===== src/sv/rrp_pkg.sv =====
// Package for the RESP request parser: phase codes, event codes, status codes, limits.
// No dependencies.
`default_nettype none
package rrp_pkg;
    localparam int unsigned ARG_COUNT_CAP = 63;
    localparam int unsigned CNT_W = 6;
    localparam int unsigned LEN_W = 21;
    localparam logic [LEN_W:0] NUM_SAT = 22'd2097152;
    localparam logic [CNT_W-1:0] RST_MAX_COUNT = 6'd50;
    localparam logic [LEN_W-1:0] RST_MAX_LEN = 21'd1048576;

    localparam logic [0:0] REG_MAX_COUNT = 1'b0;
    localparam logic [0:0] REG_MAX_LEN = 1'b1;

    localparam logic [2:0] PH_STAR = 3'd0;
    localparam logic [2:0] PH_HEADER = 3'd1;
    localparam logic [2:0] PH_WAITNAME = 3'd2;
    localparam logic [2:0] PH_NAMELEN = 3'd3;
    localparam logic [2:0] PH_NAME = 3'd4;
    localparam logic [2:0] PH_ARGLEN = 3'd5;
    localparam logic [2:0] PH_ARGDATA = 3'd6;
    localparam logic [2:0] PH_DONE = 3'd7;

    localparam logic [2:0] EV_NONE = 3'd0;
    localparam logic [2:0] EV_NAME_BYTE = 3'd1;
    localparam logic [2:0] EV_NAME_END = 3'd2;
    localparam logic [2:0] EV_ARG_BYTE = 3'd3;
    localparam logic [2:0] EV_ARG_END = 3'd4;
    localparam logic [2:0] EV_ERROR = 3'd5;

    localparam logic [1:0] ST_NONE = 2'd0;
    localparam logic [1:0] ST_COMPLETE = 2'd1;
    localparam logic [1:0] ST_INCOMPLETE = 2'd2;
    localparam logic [1:0] ST_ERROR = 2'd3;

    localparam logic [7:0] CH_STAR = 8'h2A;
    localparam logic [7:0] CH_DOLLAR = 8'h24;
    localparam logic [7:0] CH_CR = 8'h0D;
    localparam logic [7:0] CH_LF = 8'h0A;
    localparam logic [7:0] CH_ZERO = 8'h30;
    localparam logic [7:0] CH_NINE = 8'h39;

    // classified byte, front to back
    typedef struct packed {
        logic [7:0] data;
        logic       eob;
        logic       digit;
        logic       is_cr;
        logic       is_lf;
        logic       is_star;
        logic       is_dollar;
    } t_tok;

    typedef struct packed {
        logic [2:0]       ev;
        logic [7:0]       data;
        logic [CNT_W-1:0] idx;
        logic [LEN_W-1:0] len;
        logic [CNT_W-1:0] cnt;
        logic [1:0]       status;
    } t_res;
endpackage
`default_nettype wire


===== src/sv/resp_request_parser_unit.sv =====
// Top level of the RESP array command parser: front classifier, token queue, back parser.
// Depends on rrp_pkg, rrp_front, rrp_queue, rrp_back.
//  channel | signals                                  | dir
//  request | i_valid/o_ready, i_in_byte, i_end_of_buffer | in
//  result  | o_valid/i_ready, o_event_res .. o_final_status | out
//  config  | i_cfg_we, i_cfg_idx, i_cfg_data          | in
// One request per cycle sustained while i_ready stays high; three register stages
// (front reg, queue, result reg), which each request passes through in that order.
// Back parser state machine takes one token a cycle unless the result side stalls; the queue absorbs back stalls.
// Synchronous active-low reset; limits return to 50 and 1048576.
`default_nettype none
module resp_request_parser_unit (
    input  wire                         i_clk,
    input  wire                         i_rst_n,
    input  wire                         i_cfg_we,
    input  wire    [1:0]                i_cfg_idx,
    input  wire    [rrp_pkg::LEN_W-1:0] i_cfg_data,
    input  wire                         i_valid,
    output logic                        o_ready,
    input  wire    [7:0]                i_in_byte,
    input  wire                         i_end_of_buffer,
    output logic                        o_valid,
    input  wire                         i_ready,
    output logic   [2:0]                o_event_res,
    output logic   [7:0]                o_data_byte,
    output logic   [rrp_pkg::CNT_W-1:0] o_arg_index,
    output logic   [rrp_pkg::LEN_W-1:0] o_arg_length,
    output logic   [rrp_pkg::CNT_W-1:0] o_arg_count,
    output logic   [1:0]                o_final_status
);
    import rrp_pkg::*;
    t_tok f_tok, q_tok;
    t_res res;
    logic f_valid, f_ready, q_valid, q_ready;

    rrp_front u_front (
        .i_clk, .i_rst_n, .i_valid, .o_ready, .i_byte(i_in_byte),
        .i_eob(i_end_of_buffer), .o_valid(f_valid), .i_ready(f_ready), .o_tok(f_tok)
    );
    rrp_queue u_queue (
        .i_clk, .i_rst_n, .i_valid(f_valid), .o_ready(f_ready), .i_tok(f_tok),
        .o_valid(q_valid), .i_ready(q_ready), .o_tok(q_tok)
    );
    rrp_back u_back (
        .i_clk, .i_rst_n, .i_cfg_we(i_cfg_we && i_cfg_idx[1] == 1'b0),
        .i_cfg_idx(i_cfg_idx[0]), .i_cfg_data,
        .i_valid(q_valid), .o_ready(q_ready), .i_tok(q_tok),
        .o_valid, .i_ready, .o_res(res)
    );

    assign o_event_res = res.ev;
    assign o_data_byte = res.data;
    assign o_arg_index = res.idx;
    assign o_arg_length = res.len;
    assign o_arg_count = res.cnt;
    assign o_final_status = res.status;
endmodule
`default_nettype wire


===== src/sv/rrp_front.sv =====
// Front stage: accepts request bytes and classifies them into tokens.
// Depends on rrp_pkg.
`default_nettype none
module rrp_front (
    input  wire           i_clk,
    input  wire           i_rst_n,
    input  wire           i_valid,
    output logic          o_ready,
    input  wire    [7:0]  i_byte,
    input  wire           i_eob,
    output logic          o_valid,
    input  wire           i_ready,
    output rrp_pkg::t_tok o_tok
);
    import rrp_pkg::*;
    logic r_valid;
    t_tok r_tok;

    assign o_ready = !r_valid || i_ready;
    assign o_valid = r_valid;
    assign o_tok = r_tok;

    always_ff @(posedge i_clk) begin
        if (!i_rst_n) begin
            r_valid <= 1'b0;
        end else if (o_ready) begin
            r_valid <= i_valid;
        end
        if (o_ready && i_valid) begin
            r_tok.data <= i_byte;
            r_tok.eob <= i_eob;
            r_tok.digit <= (i_byte >= CH_ZERO) && (i_byte <= CH_NINE);
            r_tok.is_cr <= i_byte == CH_CR;
            r_tok.is_lf <= i_byte == CH_LF;
            r_tok.is_star <= i_byte == CH_STAR;
            r_tok.is_dollar <= i_byte == CH_DOLLAR;
        end
    end
endmodule
`default_nettype wire


===== src/sv/rrp_queue.sv =====
// Two-entry queue of classified tokens between front and back.
// Depends on rrp_pkg.
`default_nettype none
module rrp_queue (
    input  wire           i_clk,
    input  wire           i_rst_n,
    input  wire           i_valid,
    output logic          o_ready,
    input  rrp_pkg::t_tok i_tok,
    output logic          o_valid,
    input  wire           i_ready,
    output rrp_pkg::t_tok o_tok
);
    import rrp_pkg::*;
    t_tok r_mem [2];
    logic r_wp;
    logic r_rp;
    logic [1:0] r_cnt;
    logic wr;
    logic rd;

    assign o_ready = r_cnt != 2'd2;
    assign o_valid = r_cnt != 2'd0;
    assign o_tok = r_mem[r_rp];
    assign wr = i_valid && o_ready;
    assign rd = o_valid && i_ready;

    always_ff @(posedge i_clk) begin
        if (!i_rst_n) begin
            r_wp <= 1'b0;
            r_rp <= 1'b0;
            r_cnt <= 2'd0;
        end else begin
            if (wr) r_wp <= !r_wp;
            if (rd) r_rp <= !r_rp;
            r_cnt <= r_cnt + {1'b0, wr} - {1'b0, rd};
        end
        if (wr) r_mem[r_wp] <= i_tok;
    end
endmodule
`default_nettype wire


===== src/sv/rrp_back.sv =====
// Back stage: parse state machine, one token per cycle while i_ready is high, registered result.
// Depends on rrp_pkg.
`default_nettype none
module rrp_back (
    input  wire                         i_clk,
    input  wire                         i_rst_n,
    input  wire                         i_cfg_we,
    input  wire                         i_cfg_idx,
    input  wire    [rrp_pkg::LEN_W-1:0] i_cfg_data,
    input  wire                         i_valid,
    output logic                        o_ready,
    input  rrp_pkg::t_tok               i_tok,
    output logic                        o_valid,
    input  wire                         i_ready,
    output rrp_pkg::t_res               o_res
);
    import rrp_pkg::*;
    logic [CNT_W-1:0] r_max_cnt;
    logic [LEN_W-1:0] r_max_len;
    logic [2:0] r_phase, n_phase;
    logic [LEN_W:0] r_acc, n_acc;
    logic r_dig, n_dig;
    logic [CNT_W-1:0] r_total, n_total;
    logic [CNT_W-1:0] r_pos, n_pos;
    logic [LEN_W-1:0] r_ccnt, n_ccnt;
    logic [LEN_W-1:0] r_clen, n_clen;
    logic r_skip, n_skip;
    logic r_err, n_err;
    logic r_valid;
    t_res r_res, n_res;
    logic [LEN_W+4:0] mul;
    logic [LEN_W:0] acc_dig;
    logic [CNT_W:0] pos_inc;
    logic fail;
    logic fire;

    assign o_ready = !r_valid || i_ready;
    assign o_valid = r_valid;
    assign o_res = r_res;
    assign fire = i_valid && o_ready;

    assign mul = ({4'd0, r_acc} << 3) + ({4'd0, r_acc} << 1)
               + {{(LEN_W+1){1'b0}}, i_tok.data[3:0]};
    assign acc_dig = (mul > {4'd0, NUM_SAT}) ? NUM_SAT : mul[LEN_W:0];
    assign pos_inc = {1'b0, r_pos} + 1'b1;

    always_comb begin
        n_phase = r_phase; n_acc = r_acc; n_dig = r_dig; n_total = r_total;
        n_pos = r_pos; n_ccnt = r_ccnt; n_clen = r_clen; n_skip = r_skip;
        n_err = r_err;
        n_res = '0;
        fail = 1'b0;
        if (r_err) begin
        end else if (r_skip) begin
            n_skip = 1'b0;
        end else begin
            case (r_phase)
                PH_STAR: begin
                    if (i_tok.is_star) n_phase = PH_HEADER;
                    else fail = 1'b1;
                end
                PH_HEADER: begin
                    if (i_tok.digit) begin
                        n_acc = acc_dig; n_dig = 1'b1;
                    end else if (i_tok.is_lf) begin
                        if (!r_dig || r_acc == '0
                            || r_acc > {{(LEN_W+1-CNT_W){1'b0}}, r_max_cnt}) begin
                            fail = 1'b1;
                        end else begin
                            n_total = r_acc[CNT_W-1:0] - 1'b1;
                            n_acc = '0; n_dig = 1'b0;
                            n_phase = PH_WAITNAME;
                        end
                    end else if (!i_tok.is_cr) begin
                        fail = 1'b1;
                    end
                end
                PH_WAITNAME: if (i_tok.is_dollar) n_phase = PH_NAMELEN;
                PH_NAMELEN: if (i_tok.is_lf) n_phase = PH_NAME;
                PH_NAME: begin
                    if (i_tok.is_lf) begin
                        n_res.ev = EV_NAME_END;
                        n_pos = '0;
                        n_phase = (r_total == '0) ? PH_DONE : PH_ARGLEN;
                    end else if (!i_tok.is_cr) begin
                        n_res.ev = EV_NAME_BYTE;
                        n_res.data = i_tok.data;
                    end
                end
                PH_ARGLEN: begin
                    if (i_tok.digit) begin
                        n_acc = acc_dig; n_dig = 1'b1;
                    end else if (i_tok.is_lf) begin
                        if (!r_dig || r_acc > {1'b0, r_max_len}) begin
                            fail = 1'b1;
                        end else begin
                            n_clen = r_acc[LEN_W-1:0];
                            n_ccnt = '0;
                            n_acc = '0; n_dig = 1'b0;
                            n_phase = PH_ARGDATA;
                        end
                    end else if (!i_tok.is_cr && !i_tok.is_dollar) begin
                        fail = 1'b1;
                    end
                end
                PH_ARGDATA: begin
                    n_res.idx = r_pos;
                    n_res.len = r_clen;
                    if (r_ccnt >= r_clen) begin
                        n_res.ev = EV_ARG_END;
                        n_ccnt = '0;
                        n_skip = 1'b1;
                        n_pos = pos_inc[CNT_W-1:0];
                        n_phase = (pos_inc >= {1'b0, r_total}) ? PH_DONE : PH_ARGLEN;
                    end else begin
                        n_res.ev = EV_ARG_BYTE;
                        n_res.data = i_tok.data;
                        n_ccnt = r_ccnt + 1'b1;
                    end
                end
                default: fail = 1'b1;
            endcase
        end
        if (fail) begin
            n_err = 1'b1;
            n_res.ev = EV_ERROR;
            n_res.data = '0; n_res.idx = '0; n_res.len = '0;
        end
        n_res.cnt = n_total;
        if (i_tok.eob) begin
            if (n_err) n_res.status = ST_ERROR;
            else if (n_phase == PH_DONE) n_res.status = ST_COMPLETE;
            else n_res.status = ST_INCOMPLETE;
            n_phase = PH_STAR; n_acc = '0; n_dig = 1'b0; n_total = '0;
            n_pos = '0; n_ccnt = '0; n_clen = '0; n_skip = 1'b0; n_err = 1'b0;
        end
    end

    always_ff @(posedge i_clk) begin
        if (!i_rst_n) begin
            r_max_cnt <= RST_MAX_COUNT;
            r_max_len <= RST_MAX_LEN;
            r_phase <= PH_STAR; r_acc <= '0; r_dig <= 1'b0; r_total <= '0;
            r_pos <= '0; r_ccnt <= '0; r_clen <= '0; r_skip <= 1'b0; r_err <= 1'b0;
            r_valid <= 1'b0;
        end else begin
            if (i_cfg_we && i_cfg_idx == REG_MAX_COUNT) r_max_cnt <= i_cfg_data[CNT_W-1:0];
            if (i_cfg_we && i_cfg_idx == REG_MAX_LEN) r_max_len <= i_cfg_data;
            if (o_ready) r_valid <= i_valid;
            if (fire) begin
                r_phase <= n_phase; r_acc <= n_acc; r_dig <= n_dig; r_total <= n_total;
                r_pos <= n_pos; r_ccnt <= n_ccnt; r_clen <= n_clen;
                r_skip <= n_skip; r_err <= n_err;
            end
        end
        if (fire) r_res <= n_res;
    end
endmodule
`default_nettype wire


===== config.mk =====
export PLATFORM = sky130hd
export DESIGN_NAME = resp_request_parser_unit
export DESIGN_NICKNAME = d
export VERILOG_FILES = /design/src/sv/rrp_pkg.sv /design/src/sv/resp_request_parser_unit.sv /design/src/sv/rrp_front.sv /design/src/sv/rrp_queue.sv /design/src/sv/rrp_back.sv
export SDC_FILE = /design/constraint.sdc
export NUM_CORES = 1
export LEC_CHECK = 0
export BUFFER_PORTS_ARGS = -buffer_cell sky130_fd_sc_hd__buf_2
export CELL_PAD_IN_SITES_DETAIL_PLACEMENT = 1
export CELL_PAD_IN_SITES_GLOBAL_PLACEMENT = 1
export CORE_MARGIN = 4
export CORE_UTILIZATION = 40
export CTS_CLUSTER_SIZE = 40
export DETAILED_ROUTE_END_ITERATION = 16
export PLACE_DENSITY_LB_ADDON = 0.1
export SYNTH_ARGS = -nofsm -noshare
export SYNTH_HDL_FRONTEND = slang
export SYNTH_SLANG_ARGS = --single-unit
export TNS_END_PERCENT = 50

===== constraint.sdc =====
create_clock -name i_clk -period 5 [get_ports i_clk]
set_input_delay 0.25 -clock i_clk [delete_from_list [all_inputs] [get_ports i_clk]]
set_output_delay 0.25 -clock i_clk [all_outputs]
set_load 0.05 [all_outputs]

Word-level counts from Yosys, hierarchy flattened
Memory sizes are Yosys's and may differ from the RTL's. A register that Yosys moved wholly into a read port is not among the register bits.
Cells that the tools add are included.
- bits in writable memories: 28
- register bits after elaboration: 175
- latch bits: 0
- memories: 1
- input bits: 37
- output and inout port bits: 48
- bits in read-only memories: 0
- logic and storage cells: 210
- memory list (memory ; words ; bits a word ; read ports ; clocked after memory_dff ; wr ports ; line ; text):
    u_queue.r_mem ; 2 ; 14 ; 1 ; 1 ; 1 ; rrp_queue.sv:15 ; t_tok r_mem [2];
- eq/ne operators: 25
- reduce and logical (&&, ||, !) cells: 37
- muxes and demuxes: 100
- bitwise operators: 3
- shift operators: 0
- multipliers: 0
- $lt $le $gt $ge: 7
- divide/modulo/power cells: 0
- add/sub/neg operators: 7
- operator list (operator ; count):
    $mux W21 ; 14
    $mux W22 ; 10
    $mux W38 ; 2
    $mux W6 ; 12
    $mux W3 ; 16
    $pmux W22 S2 ; 1
    $pmux W21 S2 ; 1
    $mux W1 ; 31
    $mux W27 ; 1
    $add A25 B23 Y26 ; 1
    $add A26 B4 Y26 ; 1
    $gt A26 B22 Y1 const B ; 1
    $gt A22 B21 Y1 ; 1
    $gt A22 B6 Y1 ; 1
    $logic_not A22 Y1 ; 1
    $pmux W11 S2 ; 1
    $add A21 B1 Y21 const B ; 1
    $ge A21 B21 Y1 ; 1
    $pmux W3 S7 ; 1
    $eq A8 B4 Y1 const B ; 2
    $eq A8 B6 Y1 const B ; 2
    $mux W8 ; 2
    $ne A4 B4 Y1 const B ; 4
    $reduce_and A7 Y1 ; 2
    32 further kinds ; 69

Logic depth before layout (Yosys ltp)
Gate-level depths: netlist (run 1).
- word-level depth: 12
- mapped depth: 16
- mapped depth without buffers: 13

By module
Synthesis (run 1) repeated with hierarchy kept, for this count alone.
- cells, all modules: 1151
- area total of the unflattened synthesis: 11239.5 µm²
- by module, submodules not included (module ; area an instance (µm²) ; seq. area each (µm²) ; cells each ; instances):
    rrp_back ; 9394.0 ; 3583.4 ; 1046 ; 1
    rrp_queue ; 1276.2 ; 940.9 ; 73 ; 1
    rrp_front ; 555.5 ; 440.4 ; 31 ; 1
    resp_request_parser_unit ; 13.8 ; 0.0 ; 1 ; 1

Worst setup path before layout (run 1)
Ideal clock, no wire load.
- path type: register to register
- from: register with a tool-made name
- to: register u_back.r_acc[1]
- library setup time: 0.061 ns
- clock period less this slack: 3.833 ns
- data arrival time: 3.772 ns
- stages on the path, launching flop included: 17
- data required time: 4.939 ns
- path slack: 1.167 ns
- cells stage by stage: dfxtp_1 > buf_2 > buf_1 > mux2_2 > ha_1 > ha_1 > inv_1 > fa_1 > nand2b_1 > a21oi_1 > o211a_1 > o211ai_1 > a211o_1 > nor4_2 > and3_1 > buf_4 > a32o_1
- RTL lines (item ; line ; text):
    end signal: assignment ; rrp_back.sv:151 ; r_phase <= n_phase; r_acc <= n_acc; r_dig <= n_dig; r_total <= n_total;
    end: declaration ; rrp_back.sv:21 ; logic [LEN_W:0] r_acc, n_acc;

Final worst setup path (run 1)
- from: register u_back.r_acc[2]
- to: register u_back.r_acc[8]
- cells in the longest elaborated chain, start to end: 9
- elaborated cells on any way between the ends: 19
- classes of those cells: add/sub (2); order compare (3); eq/ne (2); mux (7); reduce/logical (5)
- RTL lines (item ; line ; text):
    $add A25 B23 Y26 ; rrp_back.sv:42 ; assign mul = ({4'd0, r_acc} << 3) + ({4'd0, r_acc} << 1)
    $add A26 B4 Y26 ; rrp_back.sv:43 ; + {{(LEN_W+1){1'b0}}, i_tok.data[3:0]};
    $gt A26 B22 Y1 ; rrp_back.sv:44 ; assign acc_dig = (mul > {4'd0, NUM_SAT}) ? NUM_SAT : mul[LEN_W:0];
    $mux W22 ; rrp_back.sv:44 ;
    $mux W22 (on tied branches) ; rrp_back.sv:91, rrp_back.sv:63 ;
    $pmux W22 S2 ; rrp_back.sv:57 ; case (r_phase)
    $mux W22 ; rrp_back.sv:54 ; end else if (r_skip) begin
    $mux W22 ; rrp_back.sv:53 ; if (r_err) begin
    $mux W22 ; rrp_back.sv:130 ; if (i_tok.eob) begin
Several ways; a longest one is shown, not always the timed one. The select of a mux whose other input is x is not followed.
A chain may end at the register's enable or synchronous reset.

==> results of run 1 <==
## cells in the mapped netlist (3+ instances only)
library cell / n
nand2_1: 129
dfxtp_1: 116
ha_1: 103
edfxtp_1: 88
nor2_1: 82
inv_1: 78
a21oi_1: 73
nand3_1: 51
clkbuf_1: 40
mux2i_1: 34
o21ai_0: 26
and3_1: 24
a21boi_0: 23
a21o_1: 22
a32o_1: 21
xnor2_1: 20
o21ai_1: 18
nor2b_1: 16
nand2b_1: 13
or3_1: 12
a31oi_1: 11
nor4_1: 11
o21a_1: 11
or4_1: 11
and2_1: 10
nor3_1: 10
o211ai_1: 10
xor2_1: 10
buf_2: 9
nand4_1: 9
o22ai_1: 9
o31ai_1: 9
and4_1: 7
a22oi_1: 6
mux2_2: 5
nand3b_1: 5
nor3b_1: 5
a22o_1: 3
buf_6: 3
o2111ai_1: 3
## worst paths after layout
kind / start / to / slack [ps] / cells after the start
setup / recovery: u_back.r_acc[2] / u_back.r_acc[8] / 920 / 11
hold reg to reg: u_front.o_tok[13] / u_queue.r_mem[0][13] / 460 / 0
hold / removal: i_ready / u_back.o_valid / 130 / 3
setup reg to reg: u_back.r_acc[2] / u_back.r_acc[8] / 920 / 11
## power by group through the flow
stage                     clock network [uW]  registers (uW)  logic [uW]
after floorplan                            0            2530         605
after global placement                     0            2080        1360
after detailed placement                   0            2090        1370
after CTS                               1730            2060        1400
after global routing                    1790            2080        1490
final                                   1680            2060        1390
## stage by stage
| step | area (um2) | power (uW) | hold WS [ps] | util | worst slack, ps |
|---|---|---|---|---|---|
| after detailed placement | 12200 | 3470 | 438 | 0.435 | 967 |
| after floorplan | 11500 | 3130 | 349 | - | 1170 |
| final | 13300 | 5130 | 126 | 0.473 | 918 |
| after global placement | 12200 | 3450 | 427 | 0.435 | 1060 |
| after CTS | 13300 | 5190 | 107 | 0.473 | 911 |
| after global routing | 13300 | 5360 | 138 | 0.473 | 564 |
## cells in the final DEF, fill, tap and decap left out, types with 26 or more instances in the layout
cell             n
o21ai_0         26
dlygate4sd3_1   31
nand3_1         51
edfxtp_1        88
ha_1           103
mux2i_1         33
buf_2           84
nor2_1          82
nand2_1        129
a21oi_1         73
dfxtp_1        116
inv_1           78
## timing repair
| item | 4_1_cts | 5_1_grt |
|---|---|---|
| hold buffers | 31 | 0 |
| endpoints found under the hold margin | 36 | 0 |
| setup endpoints to repair | 0 | 0 |
## state kept, by name (all words and copies together) (netlist names), 2 cells and up, named ones only
signal            count
u_back.r_max_len     21
u_queue.r_mem        28
u_back.r_total        6
u_back.r_clen        21
u_back.r_max_cnt      6
u_back.r_ccnt        21
u_back.r_pos          6
u_front.o_tok        14
u_back.o_res         46
u_back.r_phase        3
u_queue.r_cnt         2
u_back.r_acc         22
## cells by family after synthesis
logic type                 Yosys count  synth area share
muxes                               39            0.0346
buffers and inverters              134            0.0475
xor gates and xnor gates            30            0.0229
AOI/OAI and AO/OA                  277             0.166
adders and majority gates          105             0.116
and+or+nand+nor                    411             0.180
DFF                                204             0.433
## per-layer routing
layer | vias to the layer above | wire (um) | track usage
met4 | 0 | 601 | 0.0413
li1 | 4570 | - | -
met1 | 4508 | 14600 | 0.270
met2 | 137 | 14100 | 0.319
met5 | - | 0 | 0
met3 | 41 | 1190 | 0.0265
## critical path, stage by stage, from the launching register on
cell and delay [ps]:
dfxtp_1 590, inv_1 130, fa_1 530, fa_1 470, nand2b_1 180, a21oi_1 300, o211a_1 270, o211ai_1 90
a211o_1 280, nor4_2 170, and3_1 690, a32o_1 290
## area by class of cell
| class | count | area, um2 |
|---|---|---|
| clock buffers | 27 | 633 |
| clock inverters | 17 | 128 |
| fillers | 3193 | 14700 |
| inverters | 79 | 297 |
| multi-input cells | 862 | 5960 |
| flip-flops and latches | 204 | 4960 |
| well taps | 378 | 473 |
| repair buffers | 125 | 806 |
==> results.rst, run 1 <==
.. list-table::
   :header-rows: 1

   * - Metric
     - Value
   * - Result of the run
     - completed
   * - Vias post-DR
     - 9,256
   * - Net count after synthesis
     - 1,342
   * - Number of enable-type register cells in the synthesized netlist
     - 88
   * - Sequential share of the synthesized area
     - 0.433
   * - Routed wire length
     - 30,500 um
   * - Violation count after the first detailed-route iteration
     - 488
   * - Largest net degree at the start of global routing
     - 77
   * - Vias in the first global route
     - 9,417
   * - Endpoint arrival time on the critical path
     - 4530 ps
   * - Count of cells resized by post-cts repair
     - 0
   * - Die ar.
     - 31,400 um2
   * - Setup crit end kind
     - flip-flop
   * - Proportion of netlist area held by the largest area contributor
     - 0.231
   * - First-pass DRT Iterations
     - 4
   * - Tightest Pin Transition
     - 1130 ps
   * - Final count of pins violating max slew
     - 0
   * - Clock root cell
     - clkbuf_16
   * - Unrepaired setup endpoints after global routing
     - false
   * - Layout area overhead
     - 15.7%
   * - Asr flop ratio synth
     - 0
   * - Number of I/O pins
     - 85
   * - Min-delay worst type
     - primary input to flip-flop
   * - Number of hold violations in the final report
     - 0
   * - Total of endpoints with negative setup slack in the final report
     - 0
   * - Highest Clock Rate
     - 245 MHz
   * - Final routed wire length divided by cell count
     - 18.0 um
   * - Post-detailed-route DRC marker count
     - 0
   * - CTS sink count
     - 204
   * - Post-route fraction of the period consumed by the critical path
     - 0.816
   * - Die extent in y
     - 177 um
   * - Slew margin rel.
     - 0.242
   * - Later-pin clock latency in the skew report
     - 520 ps
   * - Prevailing post-synth register cell
     - dfxtp_1
   * - Maximum vdd drop
     - 0.000198 V
   * - CTS H-tree depth
     - 1
   * - Gate Count Post-Synth
     - 1,200
   * - Relative contribution of the clock network to total power
     - 0.328
   * - Switching share of power
     - 0.355
   * - Post-detailed-route count of antenna-violating nets
     - 0
   * - Placed Cells incl. Taps
     - 1,617
   * - Total net switching power
     - 1820 uW
   * - Kind of start point of the critical path
     - flip-flop
   * - Sequential cell fraction of total power
     - 0.402
   * - Layout Cells excl Fill
     - 1,692
   * - Summed instance area of the synthesized netlist
     - 11,500 um2
   * - Starting density of the core
     - 0.409
   * - Clock transition at the register clock pins on the worst setup and hold paths after CTS
     - 60 ps
   * - Synthesized area divided by synthesized cell count
     - 9.55 um2
   * - Detailed-placement wirelength estimate
     - 22,400 um
   * - Share of cells above drive strength 1
     - 0.117
   * - CP Max Fanout
     - 21
   * - Number of different library cells in the post-synthesis netlist
     - 83
   * - Logic pwr share
     - 0.270
   * - Wire length of the first global-routing pass
     - 49,900 um
   * - Seq cells post-synth
     - 204
   * - Synth warn
     - 0
   * - Placement row count
     - 61
   * - CTS max path bufs
     - 3
   * - Top area cells in the synthesized netlist
     - edfxtp_1 23%, dfxtp_1 20%, ha_1 11%
   * - Data required time at the worst endpoint
     - 5450 ps
   * - CTS tree
     - done
   * - Total of buffers placed on input and output ports
     - 84
   * - Cell type with the highest aggregate area in the netlist
     - edfxtp_1
   * - Kind of critical path
     - flip-flop to flip-flop
   * - Nets@finish
     - 1,438
   * - Final RePlAce weighted congestion
     - 0.932
   * - Post-CTS Setup Inserts
     - 0
   * - Overflow left after global routing
     - 0
   * - Maximum Capacitance Violations
     - 0
   * - Setup_tns
     - 0 ps
   * - Final antenna diode count
     - 0
   * - Placeable core region
     - 28,000 um2
   * - Clock buffers created by TritonCTS
     - 24
   * - Chip width
     - 177 um
   * - Detailed-route vias per instance
     - 5.47
   * - Static Leak
     - 0.00533 uW
   * - Final critical delay including setup and external delays
     - 4080 ps
   * - Pwr Density
     - 387 nW/um2
   * - Total routing usage reported by global routing
     - 0.193
   * - Fin Clk Skew
     - 10.0 ps
   * - Total internal power
     - 3310 uW
   * - Initial antenna violation count
     - 0
(Power assumes the default switching activity.)
==> run 2, diff against run 1 <==
Clock period 5 ns to 3.7 ns, I/O delays scaled along.
==> run 2 against run 1 <==
Effect of this change:
- hold slack worse by 84 ps
- via count increased by 0.62%
- clock-buffer cell count up 7
- non-clock buffer count rose by 21
==> results.rst, run 2 (synthesis gave the netlist of run 1 again) <==
.. list-table::
   :header-rows: 1

   * - Metric
     - Value
   * - Result of the run
     - completed
   * - Detailed-placement wirelength estimate
     - 22,400 um
   * - Final routed wire length divided by cell count
     - 18.0 um
   * - Kind of critical path
     - flip-flop to flip-flop
   * - Vias post-DR
     - 9,313
   * - Total internal power
     - 4680 uW
   * - Violation count after the first detailed-route iteration
     - 554
   * - Critical-path cell list
     - mux2i_2 > fa_1 > inv_1 > ha_1 > a21o_1 > nand4_1 > a21oi_1 > o21bai_1 > a2111oi_0 > nor4_2 > and3_1 > buf_12 > a32o_1
   * - Total of buffers placed on input and output ports
     - 84
   * - Layout area overhead
     - 18.3%
   * - CTS sink count
     - 204
   * - Post-detailed-route count of antenna-violating nets
     - 0
   * - Maximum Capacitance Violations
     - 0
   * - Cell family contributing the most delay on the critical path
     - compound AO/OA/AOI/OAI gates
   * - Static Leak
     - 0.00548 uW
   * - Die ar.
     - 31,400 um2
   * - Placement row count
     - 61
   * - Standard cell with the maximum stage delay on the critical path
     - fa_1
   * - Post-route fraction of the period consumed by the critical path
     - 0.953
   * - Tightest Pin Transition
     - 945 ps
   * - Number of I/O pins
     - 85
   * - Clock transition at the register clock pins on the worst setup and hold paths after CTS
     - 60 ps
   * - Highest-count cells in the layout ignoring fill and taps
     - 129 x nand2_1, 115 x dfxtp_1, 103 x ha_1
   * - Total net switching power
     - 2490 uW
   * - Share of cells above drive strength 1
     - 0.137
   * - Setup crit end kind
     - flip-flop
   * - Total of endpoints with negative setup slack in the final report
     - 0
   * - Relative contribution of the clock network to total power
     - 0.340
   * - CTS max path bufs
     - 3
   * - Placed Cells incl. Taps
     - 1,638
   * - Later-pin clock latency in the skew report
     - 540 ps
   * - Slew margin rel.
     - 0.370
   * - Post-detailed-route DRC marker count
     - 0
   * - Highest Clock Rate
     - 284 MHz
   * - Pwr Density
     - 529 nW/um2
   * - Clock buffers created by TritonCTS
     - 25
   * - Detailed-route vias per instance
     - 5.43
   * - Switching share of power
     - 0.347
   * - Final count of pins violating max slew
     - 0
   * - Routed wire length
     - 30,900 um
   * - Setup_tns
     - 0 ps
   * - Starting density of the core
     - 0.409
   * - Largest register FFs
     - 46
   * - Die extent in y
     - 177 um
   * - Number of hold violations in the final report
     - 0
   * - First-pass DRT Iterations
     - 5
   * - Logic pwr share
     - 0.272
   * - Kind of start point of the critical path
     - flip-flop
   * - Count of buffering cells on the critical path with inverters included
     - 2
   * - Vias in the first global route
     - 9,693
   * - Unrepaired setup endpoints after global routing
     - false
   * - Final antenna diode count
     - 0
   * - Wire length of the first global-routing pass
     - 51,200 um
   * - Min-delay worst type
     - primary input to flip-flop
   * - Overflow left after global routing
     - 0
   * - Chip width
     - 177 um
   * - Layout Cells excl Fill
     - 1,715
   * - Leading cell type in the layout, fill and taps excluded
     - nand2_1
   * - CP Max Fanout
     - 21
   * - Final critical delay including setup and external delays
     - 3520 ps
   * - Clock root cell
     - clkbuf_16
   * - Largest net degree at the start of global routing
     - 96
   * - Sequential cell fraction of total power
     - 0.387
   * - Placeable core region
     - 28,000 um2
   * - Data required time at the worst endpoint
     - 4120 ps
   * - Post-CTS Setup Inserts
     - 0
   * - Nets@finish
     - 1,460
   * - Endpoint arrival time on the critical path
     - 3950 ps
   * - Fin Clk Skew
     - 23.8 ps
   * - Total routing usage reported by global routing
     - 0.198
   * - Number of filler cells placed in the layout
     - 3,216
   * - CTS H-tree depth
     - 1
   * - Initial antenna violation count
     - 0
   * - Largest stage delay on the critical path
     - 540 ps
   * - Final RePlAce weighted congestion
     - 0.871
   * - Maximum vdd drop
     - 0.000351 V
   * - CTS tree
     - done
-- run 2: final cells by class --
class                      count  area (um2)  share of cell area
clock buffer                  34         698              0.0515
clock inverter                12         130             0.00960
inverter                      79         297              0.0219
multi-input combinational    862        5990               0.442
sequential                   204        4970               0.366
tap                          378         473              0.0349
timing repair buffer         146        1000              0.0739
-- run 2: routing by layer --
metal | GRT usage | wire, um | vias up
met5 | 0 | 0 | -
met4 | 0.0403 | 493 | 0
met3 | 0.0220 | 1050 | 26
met2 | 0.330 | 14300 | 140
met1 | 0.280 | 15000 | 4525
li1 | - | - | 4622
-- run 2: power by group through the flow --
stage | registers [uW] | logic [uW] | clock network, uW
2_1_floorplan | 3420 | 819 | 0
3_3_place_gp | 2820 | 1910 | 0
3_5_place_dp | 2830 | 1920 | 0
4_1_cts | 2780 | 1960 | 2510
5_1_grt | 2810 | 2100 | 2600
6_report | 2780 | 1950 | 2440
-- run 2: final timing paths --
path                                         from              endpoint  slack, ps  cells after the start
worst min-delay path                      i_ready        u_back.o_valid         40                      3
worst max register to register          flip-flop       u_back.r_acc[1]        180                     13
worst max-delay path                    flip-flop       u_back.r_acc[1]        180                     13
worst min register to register  u_front.o_tok[10]  u_queue.r_mem[0][10]        450                      0
-- run 2: tightest hold or removal path, stage by stage --
cell and delay [ps]:
buf_2 90, nor2b_1 130, o31a_1 130
-- run 2: repair_timing --
item / CTS / global route
hold buffers: 31 / 0
gates resized for setup: 0 / 9
endpoints found under the setup margin: 0 / 26
endpoints found under the hold margin: 39 / 0
-- run 2: per-stage QoR --
stage	util	total power, uW	setup WS [ps]	hold WS (ps)	cell area [um2]
after floorplan	-	4240	58.8	284	11500
after global placement	0.442	4730	164	371	12400
after detailed placement	0.442	4750	61.9	364	12400
after CTS	0.482	7250	9.36	20.0	13500
after global routing	0.484	7510	4.79	44.3	13600
final	0.484	7170	175	41.6	13600
==> run 3, diff against run 2 <==
Settings changed: REMOVE_ABC_BUFFERS set to 1.
==> run 3 against run 2 <==
Effect of this change:
- sequential share of layout area rose by 0.11 points
- first-iteration DRC count down 9.4%
- global-route usage fell by 0.16 points
- hold slack better by 36 ps
- register-to-register slack about the same
- via count grew 0.24%
- largest cell class unchanged
==> results.rst, run 3 (synthesis gave the netlist of run 1 again) <==
.. list-table::
   :header-rows: 1

   * - Metric
     - Value
   * - Setup_tns
     - 0 ps
   * - Number of hold violations in the final report
     - 0
   * - Routed wire length
     - 31,000 um
   * - Post-route fraction of the period consumed by the critical path
     - 0.949
   * - Highest-count cells in the layout ignoring fill and taps
     - 129 x nand2_1, 113 x dfxtp_1, 103 x ha_1
   * - Vias post-DR
     - 9,335
   * - Highest Clock Rate
     - 285 MHz
   * - Clock root cell
     - clkbuf_16
   * - Multi-input logic area
     - 5980 um2
   * - Worst-case reg-to-reg path depth
     - 14
   * - Placement row count
     - 61
   * - Total routing usage reported by global routing
     - 0.196
   * - Initial antenna violation count
     - 0
   * - Post-detailed-route DRC marker count
     - 0
   * - Relative contribution of the clock network to total power
     - 0.337
   * - Kind of start point of the critical path
     - flip-flop
   * - Data required time at the worst endpoint
     - 4160 ps
   * - Die ar.
     - 31,400 um2
   * - Post-detailed-route count of antenna-violating nets
     - 0
   * - Vias in the first global route
     - 9,483
   * - Final antenna diode count
     - 0
   * - Total of endpoints with negative setup slack in the final report
     - 0
   * - Detailed-placement wirelength estimate
     - 22,900 um
   * - Capturing point of the worst reg2reg path
     - u_back.r_acc[17]
   * - CTS sink count
     - 204
   * - Min-delay src
     - i_ready
   * - CTS H-tree depth
     - 1
   * - Maximum Capacitance Violations
     - 0
   * - Final critical delay including setup and external delays
     - 3510 ps
   * - Wire length of the first global-routing pass
     - 50,400 um
   * - Number of stages on the worst hold path
     - 3
   * - Final routed wire length divided by cell count
     - 18.1 um
   * - Worst reg-to-reg setup slack
     - 190 ps
   * - Die extent in y
     - 177 um
   * - Fin Clk Skew
     - 10.3 ps
   * - Placeable core region
     - 28,000 um2
   * - Sequential cell fraction of total power
     - 0.391
   * - Pwr Density
     - 528 nW/um2
   * - Switching share of power
     - 0.345
   * - Total net switching power
     - 2470 uW
   * - CP Max Fanout
     - 21
   * - Slew margin rel.
     - 0.383
   * - Clock transition at the register clock pins on the worst setup and hold paths after CTS
     - 60 ps
   * - Violation count after the first detailed-route iteration
     - 502
   * - Kind of critical path
     - flip-flop to flip-flop
   * - Unrepaired setup endpoints after global routing
     - true
   * - Largest register FFs
     - 46
   * - Result of the run
     - completed
   * - Maximum vdd drop
     - 0.000516 V
   * - Share of cells above drive strength 1
     - 0.133
   * - CTS max path bufs
     - 3
   * - End point of the most critical hold path
     - u_back.o_valid
   * - Setup crit end kind
     - flip-flop
   * - Logic pwr share
     - 0.272
   * - Number of I/O pins
     - 85
   * - Overflow left after global routing
     - 0
   * - Static Leak
     - 0.00546 uW
   * - Total of buffers placed on input and output ports
     - 84
   * - Number of filler cells placed in the layout
     - 3,177
   * - Total internal power
     - 4680 uW
   * - Later-pin clock latency in the skew report
     - 520 ps
   * - Leading cell type in the layout, fill and taps excluded
     - nand2_1
   * - Sequential cell area
     - 4970 um2
   * - Clock buffers created by TritonCTS
     - 24
   * - Nets@finish
     - 1,459
   * - Layout Cells excl Fill
     - 1,713
   * - Tightest Pin Transition
     - 926 ps
   * - Chip width
     - 177 um
   * - Detailed-route vias per instance
     - 5.45
   * - Final count of pins violating max slew
     - 0
   * - Endpoint arrival time on the critical path
     - 3970 ps
   * - Min-delay worst type
     - primary input to flip-flop
   * - First-pass DRT Iterations
     - 5
   * - Placed Cells incl. Taps
     - 1,637
   * - Final RePlAce weighted congestion
     - 0.816
   * - CTS tree
     - done
   * - Largest net degree at the start of global routing
     - 59
   * - Starting density of the core
     - 0.409
   * - Layout area overhead
     - 18.0%
[run 3: cell count changes in the layout (fill, tap and decap cells not counted), moves of 2 or more]
cell	change
clkinv_2	-4
clkbuf_4	-2
clkinv_1	+3
dfxtp_2	+2
dfxtp_1	-2
[run 3: metrics by stage]
stage | hold WS (ps) | worst slack, ps | utilization | instance area (um2) | total power, uW
2_1_floorplan | 274 | -203 | - | 11200 | 4160
3_3_place_gp | 364 | 169 | 0.441 | 12400 | 4720
3_5_place_dp | 370 | 40.8 | 0.441 | 12400 | 4750
4_1_cts | 59.7 | 13.2 | 0.481 | 13500 | 7210
5_1_grt | 90.5 | -3.03 | 0.483 | 13500 | 7460
6_report | 78.0 | 190 | 0.483 | 13500 | 7140
[run 3: final cells by class]
class                           count  area share
Inverter                           79      0.0219
Clock buffer                       32      0.0490
Tap cell                          378      0.0350
Multi-Input combinational cell    862       0.443
Clock inverter                     12      0.0103
Sequential cell                   204       0.368
Timing Repair Buffer              146      0.0737
[run 3: what timing repair did]
action / 4_1_cts / 5_1_grt
gates resized for setup: 0 / 10
setup endpoints to repair: 0 / 37
endpoints found under the hold margin: 39 / 0
hold buffers: 31 / 0
setup buffers: 0 / 1
[run 3: layer usage]
layer | GRT usage | part of all wire | wire length, um
met5 | 0 | 0 | 0
met4 | 0.0393 | 0.019 | 575
met3 | 0.0278 | 0.036 | 1120
met2 | 0.324 | 0.46 | 14300
met1 | 0.277 | 0.49 | 15100
[run 3: power by group through the flow]
stage / logic [uW] / registers (uW) / clock network [uW]
2_1_floorplan: 712 / 3450 / 0
3_3_place_gp: 1890 / 2830 / 0
5_1_grt: 2090 / 2820 / 2550
4_1_cts: 1950 / 2790 / 2470
3_5_place_dp: 1920 / 2830 / 0
6_report: 1940 / 2790 / 2410
[run 3: worst max-delay path by stage]
stage,slack [ps],cells after the start,start,end
floorplan,-200,13,flip-flop,u_back.r_acc[10]
detailed placement,40,12,flip-flop,u_back.r_acc[17]
finish,190,14,flip-flop,u_back.r_acc[17]
global route,-3,9,u_back.r_acc[11],u_back.o_res[41]
global placement,170,12,flip-flop,u_back.r_acc[0]
CTS,10,12,flip-flop,u_back.r_acc[17]
[run 3: critical path: stages, from the launching register on]
cell and delay [ps]:
dfxtp_2 380, mux2_2 360, ha_1 290, ha_1 170
inv_1 50, fa_1 400, nand2b_1 210, a21oi_4 200
o211a_1 240, o211ai_1 100, a211o_1 280, nor4_2 160
and3_1 250, buf_12 170, a32o_1 180
